===== src/design/elo_rating_update_macros.svh =====
// assertion macros for the elo rating update block
// no dependencies; define ASSERT_OFF to compile the checks out
`ifndef ELO_RATING_UPDATE_MACROS_SVH
`define ELO_RATING_UPDATE_MACROS_SVH
`ifndef ASSERT_OFF
`define ELO_ASSERT_IMP(lbl, clk, rstn, ante, cons) \
	lbl: assert property (@(posedge clk) disable iff (!rstn) (ante) |-> (cons)) \
		else $error("elo_rating_update: assertion failed");
`define ELO_ASSERT_NEXT(lbl, clk, rstn, ante, cons) \
	lbl: assert property (@(posedge clk) disable iff (!rstn) (ante) |=> (cons)) \
		else $error("elo_rating_update: assertion failed");
`else
`define ELO_ASSERT_IMP(lbl, clk, rstn, ante, cons)
`define ELO_ASSERT_NEXT(lbl, clk, rstn, ante, cons)
`endif
`endif


===== src/design/elo_pkg.sv =====
// shared types and constants of the elo rating update block
// no dependencies; used by the interfaces and all modules
`default_nettype none

package elo_pkg;

	localparam int PLAYER_W  = 10;
	localparam int OUTCOME_W = 17;
	localparam int RATING_W  = 32;
	localparam int PROB_W    = 17;
	localparam int CFG_W     = 32;
	localparam int CFG_IDX_W = 2;

	localparam logic [CFG_IDX_W-1:0] REG_K_FACTOR = 2'd0;
	localparam logic [CFG_IDX_W-1:0] REG_ALPHA    = 2'd1;

	localparam logic KIND_MATCH = 1'b0;
	localparam logic KIND_LOAD  = 1'b1;

	localparam logic [CFG_W-1:0] K_FACTOR_RST = 32'd2097152;
	localparam logic [CFG_W-1:0] ALPHA_RST    = 32'd96579;

	typedef struct packed {
		logic                       kind;
		logic [PLAYER_W-1:0]        player_a;
		logic [PLAYER_W-1:0]        player_b;
		logic [OUTCOME_W-1:0]       outcome;
		logic signed [RATING_W-1:0] load_value;
		logic                       batch_last;
	} req_t;

	typedef struct packed {
		logic [PROB_W-1:0]          win_prob;
		logic signed [RATING_W-1:0] rating_a_after;
		logic signed [RATING_W-1:0] rating_b_after;
		logic                       batch_end;
	} res_t;

	typedef struct packed {
		logic latch;
		logic clear;
		logic rd;
		logic logit;
		logic index;
		logic prob;
		logic gain;
		logic wr_load;
		logic wr_a;
		logic wr_b;
		logic out_load;
	} dp_cmd_t;

	typedef struct packed {
		logic load;
		logic clear_done;
	} dp_sts_t;

endpackage

`default_nettype wire


===== src/design/elo_ctrl.sv =====
// sequencer of the elo rating update block: clear pass, match and load steps,
// result register handshake; depends on elo_pkg
`default_nettype none

module elo_ctrl (
	input  wire logic              clk,
	input  wire logic              arst_n,
	input  wire logic              req_valid,
	output logic                   req_ready,
	output logic                   rsp_valid,
	input  wire logic              rsp_ready,
	output elo_pkg::dp_cmd_t       cmd,
	input  wire elo_pkg::dp_sts_t  sts
);

	typedef enum logic [10:0] {
		ST_CLEAR = 11'b000_0000_0001,
		ST_IDLE  = 11'b000_0000_0010,
		ST_READ  = 11'b000_0000_0100,
		ST_LOAD  = 11'b000_0000_1000,
		ST_LOGIT = 11'b000_0001_0000,
		ST_INDEX = 11'b000_0010_0000,
		ST_PROB  = 11'b000_0100_0000,
		ST_GAIN  = 11'b000_1000_0000,
		ST_WR_A  = 11'b001_0000_0000,
		ST_WR_B  = 11'b010_0000_0000,
		ST_DONE  = 11'b100_0000_0000
	} state_t;

	state_t state_q;
	state_t state_nxt;
	logic   rsp_valid_q;

	always_comb begin
		state_nxt = state_q;
		cmd       = '0;
		case (state_q)
			ST_CLEAR: begin
				cmd.clear = 1'b1;
				if (sts.clear_done) begin
					state_nxt = ST_IDLE;
				end
			end
			ST_IDLE: begin
				if (req_valid) begin
					cmd.latch = 1'b1;
					state_nxt = ST_READ;
				end
			end
			ST_READ: begin
				cmd.rd    = 1'b1;
				state_nxt = sts.load ? ST_LOAD : ST_LOGIT;
			end
			ST_LOAD: begin
				cmd.wr_load = 1'b1;
				state_nxt   = ST_DONE;
			end
			ST_LOGIT: begin
				cmd.logit = 1'b1;
				state_nxt = ST_INDEX;
			end
			ST_INDEX: begin
				cmd.index = 1'b1;
				state_nxt = ST_PROB;
			end
			ST_PROB: begin
				cmd.prob  = 1'b1;
				state_nxt = ST_GAIN;
			end
			ST_GAIN: begin
				cmd.gain  = 1'b1;
				state_nxt = ST_WR_A;
			end
			ST_WR_A: begin
				cmd.wr_a  = 1'b1;
				state_nxt = ST_WR_B;
			end
			ST_WR_B: begin
				cmd.wr_b  = 1'b1;
				state_nxt = ST_DONE;
			end
			ST_DONE: begin
				if (!rsp_valid_q || rsp_ready) begin
					cmd.out_load = 1'b1;
					state_nxt    = ST_IDLE;
				end
			end
			default: begin
				state_nxt = ST_IDLE;
			end
		endcase
	end

	always_ff @(posedge clk or negedge arst_n) begin
		if (!arst_n) begin
			state_q     <= ST_CLEAR;
			rsp_valid_q <= 1'b0;
		end else begin
			state_q <= state_nxt;
			if (cmd.out_load) begin
				rsp_valid_q <= 1'b1;
			end else if (rsp_ready) begin
				rsp_valid_q <= 1'b0;
			end
		end
	end

	assign req_ready = (state_q == ST_IDLE);
	assign rsp_valid = rsp_valid_q;

endmodule

`default_nettype wire


===== config.mk =====
export PLATFORM = sky130hd
export DESIGN_NAME = elo_ctrl
export DESIGN_NICKNAME = d
export VERILOG_FILES = /design/src/design/elo_rating_update_macros.svh /design/src/design/elo_pkg.sv /design/src/design/elo_ctrl.sv
export SDC_FILE = /design/constraint.sdc
export NUM_CORES = 1
export LEC_CHECK = 0
export BUFFER_PORTS_ARGS = -buffer_cell sky130_fd_sc_hd__buf_2
export CORE_UTILIZATION = 53
export CTS_CLUSTER_DIAMETER = 150
export CTS_CLUSTER_SIZE = 25
export DETAILED_ROUTE_END_ITERATION = 8
export PLACE_DENSITY = 0.79
export SETUP_SLACK_MARGIN = 0.02
export SYNTH_ARGS = -nofsm -noshare
export SYNTH_HDL_FRONTEND = slang
export SYNTH_SLANG_ARGS = --single-unit

===== constraint.sdc =====
create_clock -name clk -period 3.14 [get_ports clk]
set_input_delay 0.157 -clock clk [delete_from_list [all_inputs] [get_ports clk]]
set_output_delay 0.157 -clock clk [all_outputs]
set_load 0.05 [all_outputs]

==> summary.md <==
| Metric | Value |
|---|---|
| Total Routing Usage GR | 26.0% |
| Type of destination of the critical path | primary output |
| CTS root buf | clkbuf_4 |
| Unique masters post-synth | 29 |
| # clock sinks | 12 |
| Area delta synth->final | 20.6% |
| Seq/Total Area, Yosys | 41.8% |
| Final wirelength | 1600 um |
| Top delay family on crit path | simple AND/OR/NAND/NOR gates |
| Combinational share of power | 47.2% |
| Slew @ Worst Pin | 0.314 ns |
| Nets | 108 |
| P_leak | 0.000420 uW |
| CTS tree | done |
| Syn Nets | 85 |
| Pwr dens | 721 nW/um2 |
| Post-DR vias/cell | 5.90 |
| Peak VDD IR | 0.417 mV |
| Site row count | 12 |
| Initial antenna violation count | 0 |
| Async SR Flop Fraction | 100% |
| Critical path cell sequence | or4_4, nor2_1, nand2_1, nor3b_2, and2_1, buf_2 |
| Synth Warn # | 0 |
| Vias | 679 |
| Pre-CTS setup slack | 1.04 ns |
| DPL Wire Length | 1170 um |
| Max Cap Viol | 0 |
| CP Data Required Time | 2.98 ns |
| Syn Inst Count | 79 |
| First-pass GRT wire length | 2490 um |
| Residual DRC count | 0 |
| Post-synthesis cell area | 722 um2 |
| Clock transition at the registers of the reported paths | 0.08 ns |
| Switching Share | 45.1% |
| Buffer and inverter count on the worst path | 1 |
| RSZ-0062 raised after global routing | no |
| IO Count | 19 |
| Vias in the first global route | 601 |
| Fin. max-slew vios | 0 |
| Fin Setup TNS | 0 ns |
| Global route overflow | 0 |
| CP Max Fanout | 8 |
| Critical path class | reg -> out |
| CP startpoint kind | flip-flop |
| CP max stage delay | 0.59 ns |
| Post-layout min period | 2.42 ns |
| Synthesized flop and latch total | 12 |
| Critical Path Start | state_q[5] |
| Relative slew slack | 78.8% |
| DRT iter0 DRCs | 20 |
| Number of synthesized flops with an enable pin | 0 |
| Post-route cell area | 871 um2 |
| Syn_area_per_cell | 9.14 um2 |
| Post-cts sizing count | 0 |
| Setup violators final | 0 |
| Clock Skew | 0.0117 ns |
| DP Area | 815 um2 |
| Int Power | 345 uW |
| Clk pwr share | 20.0% |
| Slowest CP cell | or4_4 |
| Core area | 1190 um2 |
| Die height | 38.9 um |
| Worst EP arrival | 2.27 ns |
| Min-delay src | sts[1] |
| GP Congestion | 0.874 |
| Die area | 1510 um2 |
| Psw | 283 uW |
| DR pass1 iterations | 4 |
| Die width | 38.9 um |
| Period Utilization, post-route | 77.2% |
| Setup ws final | 0.716 ns |
| Routed len/inst | 13.9 um |
| Final Hold Viols | 0 |
| Share of post-route cells with drive strength above 1 | 26.7% |
| Reg-to-Reg Start | state_q[2] |
| Tightest Hold Check Type | in -> reg |
| ANT cells | 0 |
| Max clock buf depth | 2 |
| Cts bufs inserted | 3 |
| PortBufs | 18 |
| Most used DFF post-synth | dfrtp_1 |
| Sequential fraction of design power | 32.8% |
| H-tree Lvls | 1 |
| Largest net degree at the start of global routing | 13 |
| Latest clock arrival within the worst-skew pair | 0.28 ns |
| Run status | complete, no violations |
| Post-route ant nets | 0 |
| FMAX | 413 MHz |
| Initial Util | 60.9% |
## timing repair
action                    CTS  global route
hold endpoints to repair   13             0
setup buffers               0             0
hold buffers                2             0
## area by class of cell
type / count / area, um2
fillers: 93 / 315
clock buffers: 4 / 36.3
multi-input cells: 64 / 402
repair buffers: 20 / 110
well taps: 14 / 17.5
flip-flops and latches: 12 / 302
inverters: 1 / 3.75
## cells by family after synthesis
family	synth area share (%)
flops	41.8
xor+xnor	3.64
compound gates	7.11
simple gates	44.9
buf+inv	2.60
## worst register-to-register path: cells and delay by family (launching register included)
family / cells / cell delay, ns
compound gates: 2 / 0.31
simple gates: 3 / 1.12
flops: 1 / 0.48
## through the flow
step / hold slack (ns) / utilization [%] / cells / total power [uW]
after floorplan: -0.139 / - / 79 / 447
after global placement: 0.0439 / 68.7 / 109 / 488
after detailed placement: 0.0452 / 68.7 / 109 / 500
after CTS: 0.0185 / 73.4 / 115 / 628
after global routing: 0.0147 / 73.4 / 115 / 664
final: 0.0206 / 73.4 / 115 / 628
## routing by layer
| layer | vias up | global-route usage [%] | routed length [um] |
|---|---|---|---|
| li1 | 327 | - | - |
| met1 | 321 | 25.8 | 660 |
| met2 | 24 | 47.1 | 813 |
| met3 | 7 | 8.67 | 81 |
| met4 | 0 | 12.9 | 41 |
| met5 | - | 0 | 0 |
## state kept, by name (all words and copies together) (netlist names)
register	flops
state_q	11
rsp_valid	1
## cell usage after synthesis, types with 2 or more instances
cell / count / area [um2]
nor3b_2: 2 / 25.0
nand2b_1: 3 / 18.8
nand2_1: 7 / 26.3
nor2_1: 13 / 48.8
or4_4: 2 / 22.5
and3_1: 2 / 12.5
and2_1: 3 / 18.8
nor3b_1: 9 / 67.6
nor2b_1: 3 / 18.8
nor4b_1: 2 / 17.5
dfrtp_1: 11 / 275
nor3_1: 3 / 15.0
xnor2_1: 3 / 26.3
## power by group through the flow
stage / clock network, uW / logic [uW] / registers, uW
after floorplan: 0 / 255 / 192
after global placement: 0 / 282 / 206
after detailed placement: 0 / 292 / 208
after CTS: 128 / 295 / 205
after global routing: 136 / 319 / 209
final: 126 / 296 / 206
## worst paths after layout
kind / end / slack [ns] / depth (start not counted)
min in group asynchronous: state_q[4] / 0.27 / 2
setup reg to reg: state_q[1] / 1.10 / 5
hold / removal: state_q[4] / 0.02 / 2
setup / recovery: cmd[10] / 0.72 / 6
hold reg to reg: rsp_valid / 0.52 / 2
max in group asynchronous: state_q[0] / 2.60 / 2
## layout by cell type (no fill, tap or decap), drive strengths merged, types with 2 or more instances in the layout
master        n
and2          3
and3          2
buf          18
clkbuf        4
dfrtp        11
dlygate4sd3   2
nand2         7
nand2b        3
nor2         13
nor2b         3
nor3          3
nor3b        11
nor4b         2
or4           3
xnor2         3
Note: power is estimated with default switching activity, not from simulation.
